==> config.mk <==
export PLATFORM = sky130hd
export DESIGN_NAME = ctit_mount
export DESIGN_NICKNAME = d
export VERILOG_FILES = /design/src/ctit_pkg.sv /design/src/ctit_mount.sv
export SDC_FILE = /design/constraint.sdc
export NUM_CORES = 1
export LEC_CHECK = 0
export ABC_CLOCK_PERIOD_IN_PS = 6650
export BUFFER_PORTS_ARGS = -buffer_cell sky130_fd_sc_hd__buf_2
export CAP_MARGIN = 30
export CORE_UTILIZATION = 40
export DETAILED_ROUTE_END_ITERATION = 16
export SLEW_MARGIN = 20
export SYNTH_ARGS = -nofsm -noshare
export SYNTH_HDL_FRONTEND = slang
export SYNTH_SLANG_ARGS = --single-unit
==> constraint.sdc <==
create_clock -name clock -period 6.65 [get_ports clock]
set_input_delay 0.665 -clock clock [delete_from_list [all_inputs] [get_ports clock]]
set_output_delay 0.665 -clock clock [all_outputs]
set_load 0.03 [all_outputs]
==> src/ctit_pkg.sv <==
// Shared widths, constants, payload types and saturation helper for the
// camera target to inertial transform pipeline. No dependencies.
package ctit_pkg;

   // Field and intermediate widths.
   localparam int QUAT_W      = 16;
   localparam int COORD_W     = 24;
   localparam int QPROD_W     = 32;
   localparam int SQ_W        = 33;
   localparam int MAT_W       = 34;
   localparam int BODY_W      = 25;
   localparam int MOUNT_K_W   = 17;
   localparam int MPROD_W     = 42;
   localparam int MUL_W       = 59;
   localparam int ACC_W       = 61;
   localparam int ROT_W       = 33;
   localparam int SUM_W       = 34;
   localparam int MOUNT_SHIFT = 16;
   localparam int ROT_SHIFT   = 28;
   localparam int STAGES      = 6;

   // Mount coefficient 1/1.414 in Q0.16, and rounding offsets.
   localparam logic signed [MOUNT_K_W-1:0] MOUNT_K    = 17'sd46348;
   localparam logic signed [MAT_W-1:0]     ONE_Q28    = 34'sd268435456;
   localparam logic signed [MPROD_W-1:0]   MOUNT_HALF = 42'sd32768;
   localparam logic signed [ACC_W-1:0]     ROT_HALF   = 61'sd134217728;
   localparam logic signed [SUM_W-1:0]     OUT_MAX    = 34'sd8388607;
   localparam logic signed [SUM_W-1:0]     OUT_MIN    = -34'sd8388608;

   typedef logic [STAGES-1:0] stage_en_type;

   typedef logic signed [COORD_W-1:0] coord_type;
   typedef coord_type [2:0]           coord_vec_type;

   typedef logic signed [BODY_W-1:0] body_elem_type;
   typedef body_elem_type [2:0]      body_vec_type;

   typedef logic signed [MAT_W-1:0] mat_elem_type;
   typedef mat_elem_type [2:0][2:0] mat_type;

   typedef logic signed [ROT_W-1:0] rot_elem_type;
   typedef rot_elem_type [2:0]      rot_vec_type;

   typedef struct packed {
      logic signed [QUAT_W-1:0]  quat_w;
      logic signed [QUAT_W-1:0]  quat_x;
      logic signed [QUAT_W-1:0]  quat_y;
      logic signed [QUAT_W-1:0]  quat_z;
      logic signed [COORD_W-1:0] vehicle_x;
      logic signed [COORD_W-1:0] vehicle_y;
      logic signed [COORD_W-1:0] vehicle_z;
      logic signed [COORD_W-1:0] cam_x;
      logic signed [COORD_W-1:0] cam_y;
      logic signed [COORD_W-1:0] cam_z;
   } req_payload_type;

   typedef struct packed {
      logic signed [COORD_W-1:0] body_x;
      logic signed [COORD_W-1:0] body_y;
      logic signed [COORD_W-1:0] body_z;
      logic signed [COORD_W-1:0] world_x;
      logic signed [COORD_W-1:0] world_y;
      logic signed [COORD_W-1:0] world_z;
   } rsp_payload_type;

   // Clamp a wide signed value to the 24-bit output range.
   function automatic coord_type sat_coord(input logic signed [SUM_W-1:0] v);
      coord_type r;
      if (v > OUT_MAX) begin
         r = OUT_MAX[COORD_W-1:0];
      end else if (v < OUT_MIN) begin
         r = OUT_MIN[COORD_W-1:0];
      end else begin
         r = v[COORD_W-1:0];
      end
      return r;
   endfunction

endpackage

==> src/ctit_mount.sv <==
// Camera mount unit: maps the camera point to the body frame through the
// fixed 45-degree-down mount inverse in three stages. Depends on ctit_pkg.
module ctit_mount (
   input  logic                      clock,
   input  ctit_pkg::stage_en_type    stage_en,
   input  ctit_pkg::req_payload_type req_data,
   output ctit_pkg::body_vec_type    body
);
   import ctit_pkg::*;

   body_elem_type dif_ff, add_ff, cx1_ff, cx2_ff;
   logic signed [MPROD_W-1:0] mdif_ff, madd_ff;
   logic signed [MPROD_W-1:0] mdif_rnd, madd_rnd;
   body_vec_type body_ff;

   // Stage one: difference and sum of the camera y and z axes.
   always_ff @(posedge clock) begin
      if (stage_en[0]) begin
         dif_ff <= BODY_W'(req_data.cam_z) - BODY_W'(req_data.cam_y);
         add_ff <= BODY_W'(req_data.cam_y) + BODY_W'(req_data.cam_z);
         cx1_ff <= BODY_W'(req_data.cam_x);
      end
   end

   // Stage two: scale both by the mount coefficient.
   always_ff @(posedge clock) begin
      if (stage_en[1]) begin
         mdif_ff <= MPROD_W'(dif_ff) * MPROD_W'(MOUNT_K);
         madd_ff <= MPROD_W'(add_ff) * MPROD_W'(MOUNT_K);
         cx2_ff  <= cx1_ff;
      end
   end

   // Stage three: round half up and drop the fraction bits.
   assign mdif_rnd = mdif_ff + MOUNT_HALF;
   assign madd_rnd = madd_ff + MOUNT_HALF;

   always_ff @(posedge clock) begin
      if (stage_en[2]) begin
         body_ff[0] <= mdif_rnd[BODY_W+MOUNT_SHIFT-1:MOUNT_SHIFT];
         body_ff[1] <= cx2_ff;
         body_ff[2] <= madd_rnd[BODY_W+MOUNT_SHIFT-1:MOUNT_SHIFT];
      end
   end

   assign body = body_ff;

endmodule

# --- After elaboration in Yosys (flattened, before gate mapping) ---
# Index checks and enable logic that the tools add are counted.
op_classes:
  n_addsub: 4
  n_mul: 2
ops:
  columns: ["cell", "count"]
  rows:
  - ["adder 41 x 17 -> 41 bit, second input constant", 2]
  - ["multiplier 25 x 15 -> 39 bit, second input constant", 2]
  - ["adder 24 x 24 -> 25 bit", 1]
  - ["subtractor 24 x 24 -> 25 bit", 1]
word_totals:
  ff_bits: 250
  input_bits: 215
  output_inout_bits: 75

# --- Depth between registers and ports, before layout ---
# Gate-level depths: netlist of the first run.
depth:
  depth_word: 1
  mapped_depth: 23

# --- Worst setup path after synthesis of the first run ---
# No wires, ideal clock.
synth_path:
  path_kind: "register to register"
  from: "register add_ff[6]"
  to: "register madd_ff[40] (data pin)"
  arrival_ps: 5662
  required_time_ps: 6391
  slack_ps: 728
  path_stages_with_launch: 21
  n_path_buf: 0
  synth_period_minus_slack_ps: 5922
  cell_sequence: "edfxtp_1 ha_1 fa_1 inv_1 fa_1 inv_1 fa_1 fa_1 inv_1 fa_1 inv_1 ha_1 a21oi_1 inv_1 a2111oi_4 o2111ai_2 a311oi_4 o21ai_2 a2111o_1 a21oi_2 xor2_1"
synth_via:
  elab_chain_len: 1
synth_rtl:
  columns: ["element", "line", "rtl"]
  rows:
  - ["start, declared", "ctit_mount.sv:11", "body_elem_type dif_ff, add_ff, cx1_ff, cx2_ff;"]
  - ["start signal, assigned", "ctit_mount.sv:20", "add_ff <= BODY_W'(req_data.cam_y) + BODY_W'(req_data.cam_z);"]
  - ["multiplier 25 x 15 -> 39 bit", "ctit_mount.sv:29", "madd_ff <= MPROD_W'(add_ff) * MPROD_W'(MOUNT_K);"]
  - ["end signal, assigned", "ctit_mount.sv:29", null]
  - ["end, declared", "ctit_mount.sv:12", "logic signed [MPROD_W-1:0] mdif_ff, madd_ff;"]
# No other way between the ends.
# A chain may end at the register's enable or synchronous reset.

# --- Worst setup path in the final report of the first run ---
layout_path:
  from: "register add_ff[7]"
  to: "register madd_ff[36] (data pin)"
# Same word-level chain as after synthesis.

==> reports/results.ini, run 1 <==
[setup_path]
worstPathCellList=ha_1, inv_1, fa_1, inv_1, fa_1, fa_1, fa_1, inv_1, fa_1, inv_1, ha_1, a21oi_2, inv_1, a2111oi_4, o2111ai_2, a311oi_4, o21ai_2, a211o_1, a221oi_2, xnor2_1
crit_type=reg2reg
critPathLaunchType=flop
cp_max_fo=7
max_stage_delay_ps=550
critPathCaptureType=flop
slowest_stage=fa_1
cp.arrival_ps=6640
r2r_start=add_ff[7]$_DFFE_PP_
crit_required_ps=6940
path_delay_family=adder cells
path_buf_inv=5
crit_start=add_ff[7]$_DFFE_PP_

[global_route]
grt_overflow=0
antenna_found_initial=3
grt_max_degree=74
track_usage_pct=16.4
grt_pass1_wl_mm=71.8
grt_pass1_vias=13900

[clocking]
ctsHoldBuffers=0
clkTransAtPathRegs_ps=60
h-tree-depth=1
cts.sinks=223
numCtsBuffers=27
root_buffer=clkbuf_16
cts_tree=yes
clk_latency_ps=540
cts_buffer_depth=3

[detailed_routing]
route.detailed.drc=0
viasPerCell=4.87
num_vias=13700
drt_pass1_iterations=7
wl_per_cell_um=15.6
finalWirelength_mm=43.8
ant_nets=0
drtIter0Drc=579

[logic_synthesis]
synth_cell_type_count=61
yosys_warnings=0
synth_most_common_cell=inv_1
ys_top_cells_by_count=491 x inv_1, 358 x ha_1, 228 x fa_1, 223 x edfxtp_1, 98 x xnor2_1
synth_adder_area_share_pct=41.8
synthesis.nets=2740
synth_top_family_by_area=adder cells
synth-async-reset-ratio_pct=0
synth_top_area_share_pct=31.0
syn-cell-area_mm2=0.0216
postSynthCellCount=1939
muxShareOfSynthArea_pct=0.0463
synth_enable_flop_cells=223
ys_ff_latch=223
synth.avg_cell_area_um2=11.2
synth_flop_cell=edfxtp_1
synth_simple_gate_area_share_pct=5.66
synth_xor_area_share_pct=5.26
synthTopCellsByArea=edfxtp_1 31%, fa_1 21%, ha_1 21%
synth.largest_area_cell=edfxtp_1
synth-compound-area-share_pct=7.34
yosysSeqAreaShare_pct=31.0

[final_layout]
seq_area_mm2=0.00670
area_growth_pct=11.4
fillCellCount=4933
post-route-util_pct=45.5
drive_gt1_share_pct=9.96
multi_input_area_mm2=0.0130
design_area_mm2=0.0241
nets=2901

[floorplanning]
fp.coreArea_mm2=0.0530
fp.dieH_um=235
rows=84
ios=290
die_w_um=235
start_util_pct=40.8
die_area_mm2=0.0550

[timing]
slew_viol_final=0
fin_crit_ps=6350
rsz0062_at_grt=no
skew_ps=6.08
max_slew_margin_pct=43.6
fmax_mhz=157
tns_ps=0
period_share_pct=95.5
hold_viol=0
setup_viol_count_final=0
worstMarginPinSlew_ps=847

[place]
port_buffers=150
place_congestion=0.875
dp_hpwl_mm=37.3
placed_cell_area_mm2=0.0232

[outcome]
outcome=completed

[run]
maxCapViolations=0

[worst_hold_path]
hp-class=in2reg
min_from=req_data[57]

==> path summary, 6_finish.rpt <==
check	to	slack (ps)	depth (start not counted)
worst max-delay path	madd_ff[36]$_DFFE_PP_	300	20
worst min-delay path	cx1_ff[9]$_DFFE_PP_	300	1
worst max register to register	madd_ff[36]$_DFFE_PP_	300	20
worst min register to register	body[31]$_DFFE_PP_	410	0
==> cells by family after synthesis <==
group,Yosys count
compound gates,239
xor+xnor,130
fa+ha+maj,586
buf+inv,513
flops,223
mux,1
simple gates,247
==> flip-flops by register name, indices dropped and copies added (netlist names) <==
name and cells:
body 74, cx2_ff 24, mdif_ff 26, dif_ff 25
cx1_ff 24, madd_ff 26, add_ff 24
==> through the flow <==
stage / hold WS, ps / worst slack [ps] / instances
after floorplan: 400 / 728 / 1939
after global placement: 400 / 305 / 2758
after detailed placement: 405 / 260 / 2758
after CTS: 260 / 242 / 2806
after global routing: 263 / 5.99 / 2807
final: 298 / 299 / 2810
==> area by class of cell <==
type,instances,area share (%)
antenna,3,0.0311
sequential,223,27.8
multi-input combinational,1203,54.0
clock inverter,19,0.820
inverter,491,7.65
tap,688,3.57
clock buffer,29,2.83
timing repair buffer,154,3.35
==> repair_timing <==
| item | CTS | global route |
|---|---|---|
| resized for setup | 0 | 1 |
| buffers inserted | 0 | 0 |
| endpoints found under the setup margin | 0 | 3 |
==> layout by cell type, fill, tap and decap left out, types with 12 or more instances in the layout <==
cell type	Yosys	routed
inv_1	491	491
ha_1	358	358
fa_1	228	228
edfxtp_1	223	223
buf_2	2	147
xnor2_1	98	98
a21oi_1	92	91
nor2_1	56	56
nand2_1	51	51
nand3_1	32	32
xor2_1	32	32
a21o_1	28	28
clkbuf_16	0	27
and3_1	24	24
o21ai_0	22	22
nand4_1	17	17
nor3_1	17	17
nor2b_1	16	16
o21a_1	12	12
==> routing by layer <==
metal	up-vias	GRT usage (%)	routed length [um]	part of all wire, %
met2	270	24.4	18200	42
met4	4	3.39	705	1.6
met1	6628	25.4	22800	52
li1	6729	-	-	-
met3	44	2.06	2080	4.8
met5	-	0	16	0.037
Power of run 1 is not shown: default switching activity piles up to over one toggle a cycle in this logic, so the estimate is an artifact.
==> run 2, diff against run 1 <==
--- a/config.mk
+++ b/config.mk
@@ -8,8 +8,12 @@
 export ABC_CLOCK_PERIOD_IN_PS = 6650
 export BUFFER_PORTS_ARGS = -buffer_cell sky130_fd_sc_hd__buf_2
 export CAP_MARGIN = 30
-export CORE_UTILIZATION = 40
+export CELL_PAD_IN_SITES_DETAIL_PLACEMENT = 1
+export CELL_PAD_IN_SITES_GLOBAL_PLACEMENT = 2
+export CORE_UTILIZATION = 39
 export DETAILED_ROUTE_END_ITERATION = 16
+export PLACE_DENSITY_LB_ADDON = 0.1
+export REMOVE_ABC_BUFFERS = 1
 export SLEW_MARGIN = 20
 export SYNTH_ARGS = -nofsm -noshare
 export SYNTH_HDL_FRONTEND = slang
==> run 2 against run 1 <==
Net effect:
- sequential share of layout area shrank 0.24 points
- non-clock buffer count grew 7
- maximum frequency shrank 0.10%
- register-to-register slack is essentially flat
- final cell count grew 2.2%
- utilization shrank 0.77 points
- die area grew 2.5%
- first-iteration DRC count shrank 36%
==> reports/results.ini, run 2 (synthesis gave the netlist of run 1 again) <==
[clocking]
numCtsBuffers=28  ; +3.7%
cts_tree=yes
cts.sinks=223  ; unchanged
h-tree-depth=1  ; unchanged
root_buffer=clkbuf_16
ctsHoldBuffers=0  ; unchanged
cts_buffer_depth=3  ; unchanged
clkTransAtPathRegs_ps=60  ; about the same
clk_latency_ps=560  ; +20 ps

[global_route]
grt_pass1_vias=15000  ; +7.7%
grt_max_degree=75  ; +1.4%
grt_pass1_wl_mm=80.5  ; +12%
antenna_found_initial=5  ; +2
track_usage_pct=18.0  ; +1.6 points
grt_overflow=0  ; unchanged

[timing]
fmax_mhz=157  ; -0.10%
rsz0062_at_grt=no
skew_ps=21.6  ; +15.6 ps
slew_viol_final=0  ; unchanged
setup_viol_count_final=0  ; unchanged
hold_viol=0  ; unchanged
period_share_pct=95.6  ; +0.097 points
max_slew_margin_pct=38.0  ; -5.6 points
tns_ps=0  ; unchanged
fin_crit_ps=6360  ; +6.47 ps
worstMarginPinSlew_ps=930  ; +83.6 ps

[setup_path]
critPathCaptureType=flop
path_buf_inv=5  ; unchanged
rrSetupSlack_ps=290  ; about the same
max_stage_delay_ps=570  ; +20 ps
r2r_start=add_ff[7]$_DFFE_PP_
slowest_stage=fa_1
path_delay_family=adder cells
worstPathCellList=ha_1, inv_1, fa_1, inv_1, fa_1, fa_1, fa_1, inv_1, fa_1, inv_1, ha_1, a21oi_2, inv_1, a2111oi_4, o2111ai_2, a311oi_4, o21ai_2, a211o_1, a221oi_2, xnor2_1
timing.rr.end=madd_ff[36]$_DFFE_PP_
cp_max_fo=7  ; unchanged
crit_type=reg2reg
cp.arrival_ps=6650  ; about the same
ff2ff_path_depth=20  ; unchanged
critPathLaunchType=flop
crit_required_ps=6950  ; about the same

[detailed_routing]
num_vias=13600  ; -0.31%
wl_per_cell_um=17.2  ; +10%
drtIter0Drc=373  ; -36%
viasPerCell=4.75  ; -2.5%
route.detailed.drc=0  ; unchanged
drt_pass1_iterations=4  ; -3
finalWirelength_mm=49.4  ; +13%
ant_nets=0  ; unchanged

[place]
place_congestion=0.855  ; -2.2%
dp_hpwl_mm=43.0  ; +15%
port_buffers=150  ; unchanged

[floorplanning]
die_w_um=238  ; +1.3%
ios=290  ; unchanged
rows=85  ; +1.2%
die_area_mm2=0.0564  ; +2.5%
fp.coreArea_mm2=0.0543  ; +2.6%
start_util_pct=39.8  ; -1.0 points
fp.dieH_um=238  ; +1.3%

[outcome]
outcome=completed

[final_layout]
largest_reg_flops=74  ; unchanged
layout_commonest_cell=inv_1
drive_gt1_share_pct=10.3  ; +0.32 points
area_growth_pct=12.4
fillCellCount=5945  ; +21%
final_cell_mix=491 x inv_1, 358 x ha_1, 228 x fa_1
nets=2909  ; +0.28%

[worst_hold_path]
hold-path-endpoint=cx1_ff[7]$_DFFE_PP_
holdPathStages=1  ; unchanged
hp-class=in2reg
min_from=req_data[55]

[run]
maxCapViolations=0  ; unchanged

[run 2: changes by cell type in the layout (fill, tap and decap cells not counted), moves of 2 or more]
cell and change:
clkinv_4 -3, clkbuf_1 +3, bufinv_16 +2, buf_4 +8
[run 2: routing by layer]
layer / vias up / track usage (%) / routed length [um] / share of wire, %
met5: - / 0 / 18 / 0.036
met4: 4 / 3.89 / 932 / 1.9
met3: 48 / 2.35 / 1910 / 3.9
met2: 223 / 28.2 / 21000 / 43
met1: 6626 / 26.6 / 25500 / 52
li1: 6732 / - / - / -
[run 2: layout make-up]
class	instances	area, um2	share of cell area [%]
multi-input cells	1203	13000	53.5
flip-flops and latches	223	6700	27.5
inverters	491	1840	7.58
well taps	739	925	3.80
repair buffers	161	841	3.46
clock buffers	33	719	2.96
clock inverters	19	274	1.13
diodes	3	7.51	0.0309
[run 2: worst max path at each step]
stage / slack (ps) / to / startpoint / depth (start not counted)
6_report: 290 / madd_ff[36]$_DFFE_PP_ / add_ff[7]$_DFFE_PP_ / 20
5_1_grt: 5 / madd_ff[36]$_DFFE_PP_ / add_ff[7]$_DFFE_PP_ / 20
4_1_cts: 200 / madd_ff[36]$_DFFE_PP_ / add_ff[7]$_DFFE_PP_ / 20
3_5_place_dp: 230 / madd_ff[36]$_DFFE_PP_ / add_ff[7]$_DFFE_PP_ / 20
3_3_place_gp: 270 / madd_ff[40]$_DFFE_PP_ / add_ff[7]$_DFFE_PP_ / 20
2_1_floorplan: 730 / madd_ff[40]$_DFFE_PP_ / add_ff[6]$_DFFE_PP_ / 20
[run 2: timing repair]
| item | CTS | global route |
|---|---|---|
| gates resized for setup | 0 | 1 |
| buffers inserted | 0 | 1 |
| endpoints found under the setup margin | 0 | 2 |
[run 2: stage by stage]
stage / setup WS [ps] / hold slack (ps) / utilization (%) / std cells / area (um2)
floorplan: 728 / 400 / - / 1917 / 21500
global placement: 270 / 400 / 42.9 / 2816 / 23300
detailed placement: 229 / 406 / 42.9 / 2816 / 23300
CTS: 201 / 241 / 44.7 / 2868 / 24300
global route: 4.51 / 244 / 44.7 / 2869 / 24300
finish: 292 / 270 / 44.7 / 2872 / 24300
Power of run 2 is left out for the same reason.
==> run 3, diff against run 2 <==
--- a/config.mk
+++ b/config.mk
@@ -5,12 +5,13 @@
 export SDC_FILE = /design/constraint.sdc
 export NUM_CORES = 1
 export LEC_CHECK = 0
+export ABC_AREA = 1
 export ABC_CLOCK_PERIOD_IN_PS = 6650
 export BUFFER_PORTS_ARGS = -buffer_cell sky130_fd_sc_hd__buf_2
 export CAP_MARGIN = 30
 export CELL_PAD_IN_SITES_DETAIL_PLACEMENT = 1
 export CELL_PAD_IN_SITES_GLOBAL_PLACEMENT = 2
-export CORE_UTILIZATION = 39
+export CORE_UTILIZATION = 38
 export DETAILED_ROUTE_END_ITERATION = 16
 export PLACE_DENSITY_LB_ADDON = 0.1
 export REMOVE_ABC_BUFFERS = 1
==> run 3 against run 2 <==
Net effect:
- count of clock-buffer cells in the layout is 7 lower
- final cell count grew 26%
- clock skew increased by 6.5 ps
- highest routed layer unchanged
==> reports/results.ini, run 3 <==
[outcome]
outcome=completed

[clocking]
cts_buffer_depth=3  ; unchanged
numCtsBuffers=24  ; -14%
cts_setup_buffers=0  ; unchanged
h-tree-depth=1  ; unchanged
cts.repair.resized=0  ; unchanged
ctsHoldBuffers=0  ; unchanged
root_buffer=clkbuf_16
cts_tree=yes
clkTransAtPathRegs_ps=60  ; about the same
clk_latency_ps=550  ; about the same
cts.sinks=223  ; unchanged

[final_layout]
design_area_mm2=0.0266  ; +9.6%
area_growth_pct=10.9
layout_commonest_cell=inv_1
final_cell_mix=614 x inv_1, 391 x nand2_1, 358 x ha_1
nets=3577  ; +23%
post-route-util_pct=42.9  ; -1.8 points
largest_reg_flops=74  ; unchanged
drive_gt1_share_pct=7.95  ; -2.3 points
fillCellCount=7200  ; +21%

[global_route]
grt_pass1_vias=19400  ; +29%
grt_overflow=0  ; unchanged
track_usage_pct=21.3  ; +3.2 points
grt_max_degree=77  ; +2.7%
grt_pass1_wl_mm=106  ; +32%
antenna_found_initial=1  ; -4

[logic_synthesis]
synth-compound-area-share_pct=6.81  ; -0.53 points
yosysSeqAreaShare_pct=27.9  ; -3.1 points
syn-cell-area_mm2=0.0240  ; +11%
yosys_warnings=0  ; unchanged
synth_top_area_share_pct=27.9  ; -3.1 points
synth-async-reset-ratio_pct=0  ; unchanged
synth.largest_area_cell=edfxtp_1
synth_top_family_by_area=adder cells
synth_cell_type_count=44  ; -28%
muxShareOfSynthArea_pct=0  ; -0.046 points
synth_most_common_cell=inv_1
synth_enable_flop_cells=223  ; unchanged
synth_flop_cell=edfxtp_1
synth_adder_area_share_pct=37.6  ; -4.2 points
synth_simple_gate_area_share_pct=13.7  ; +8.0 points
synth.avg_cell_area_um2=9.20  ; -18%
ys_top_cells_by_count=614 x inv_1, 391 x nand2_1, 358 x ha_1, 228 x fa_1, 223 x edfxtp_1
postSynthCellCount=2612  ; +35%
synthTopCellsByArea=edfxtp_1 28%, fa_1 19%, ha_1 19%
ys_ff_latch=223  ; unchanged
synth_xor_area_share_pct=4.01  ; -1.3 points

[detailed_routing]
ant_nets=0  ; unchanged
wl_met3_mm=2.12  ; +11%
wl_per_cell_um=18.4  ; +7.2%
drtIter0Drc=598  ; +60%
highest_layer=met5
drt_pass1_iterations=4  ; unchanged
route.detailed.drc=0  ; unchanged
wl_met2_mm=30.4  ; +45%
wl_met1_mm=33.0  ; +29%
viasPerCell=4.85  ; +2.2%
finalWirelength_mm=67.0  ; +36%
num_vias=17600  ; +29%

[timing]
fmax_mhz=184  ; +17%
worstMarginPinSlew_ps=930  ; +0.102 ps
setup_viol_count_final=0  ; unchanged
tns_ps=0  ; unchanged
fin_crit_ps=5430  ; -925 ps
slew_viol_final=0  ; unchanged
skew_ps=28.2  ; +6.53 ps
whs_ps=287  ; +17.3 ps
period_share_pct=81.7  ; -14 points
hold_viol=0  ; unchanged
rsz0062_at_grt=no
max_slew_margin_pct=38.0  ; about the same

[floorplanning]
die_w_um=253  ; +6.7%
rows=91  ; +7.1%
fp.dieH_um=253  ; +6.7%
start_util_pct=38.7  ; -1.1 points
fp.coreArea_mm2=0.0621  ; +14%
ios=290  ; unchanged
die_area_mm2=0.0642  ; +14%

[setup_path]
critPathCaptureType=flop
rrSetupSlack_ps=1220  ; +920 ps
r2r_start=add_ff[11]$_DFFE_PP_
cp.arrival_ps=5740  ; -910 ps
crit_start=add_ff[11]$_DFFE_PP_
cp_max_fo=5  ; -2
timing.rr.end=madd_ff[38]$_DFFE_PP_
ff2ff_path_depth=19  ; -5.0%
crit_type=reg2reg
critPathLaunchType=flop
crit_required_ps=6950  ; about the same

[place]
place_congestion=0.897  ; +4.8%
port_buffers=150  ; unchanged
placed_cell_area_mm2=0.0258  ; +11%
dp_hpwl_mm=59.8  ; +39%

[run]
maxCapViolations=0  ; unchanged

[worst_hold_path]
hold-path-endpoint=cx1_ff[21]$_DFFE_PP_
holdPathStages=1  ; unchanged
min_from=req_data[69]
hp-class=in2reg

==> run 3: routing by layer <==
metal / vias to the layer above / GRT usage [%]
li1: 8682 / -
met1: 8546 / 29.8
met2: 300 / 35.6
met3: 84 / 1.69
met4: 2 / 4.81
met5: - / 0
==> run 3: cell families after synthesis <==
kind of cell / after synthesis
xor+xnor: 110
compound gates: 296
flops: 223
buf+inv: 634
simple gates: 763
fa+ha+maj: 586
==> run 3: worst max-delay path: stages (launching register included) <==
cell      delay (ps)
edfxtp_1         500
ha_1             330
inv_1             50
fa_1             490
inv_1             50
fa_1             580
fa_1             440
fa_1             490
inv_1             50
fa_1             500
inv_1             40
ha_1             360
a21oi_1          300
o21ai_0          260
a21oi_1          190
nand3_1          220
nand2_1          160
nand2_1           70
nand2_1           50
nand2_1           60
==> run 3: stage by stage <==
stage	worst slack, ps	instances
2_1_floorplan	1880	2596
3_3_place_gp	1300	3586
3_5_place_dp	1160	3586
4_1_cts	1190	3630
5_1_grt	931	3631
6_report	1220	3632
==> run 3: layout make-up <==
type                       count  area [um2]  share of cell area, %
clock buffer                  26         608                   2.28
multi-input combinational   1755       14900                   56.0
timing repair buffer         154         806                   3.02
sequential                   223        6700                   25.1
clock inverter                18         244                  0.916
tap                          837        1050                   3.93
inverter                     618        2320                   8.70
antenna                        1        2.50                0.00939
==> run 3: worst max path at each step <==
stage / end / slack, ps
2_1_floorplan: madd_ff[27]$_DFFE_PP_ / 1880
3_3_place_gp: madd_ff[38]$_DFFE_PP_ / 1300
3_5_place_dp: mdif_ff[39]$_DFFE_PP_ / 1160
4_1_cts: mdif_ff[39]$_DFFE_PP_ / 1190
5_1_grt: madd_ff[38]$_DFFE_PP_ / 930
6_report: madd_ff[38]$_DFFE_PP_ / 1220
Power of run 3 is left out for the same reason.
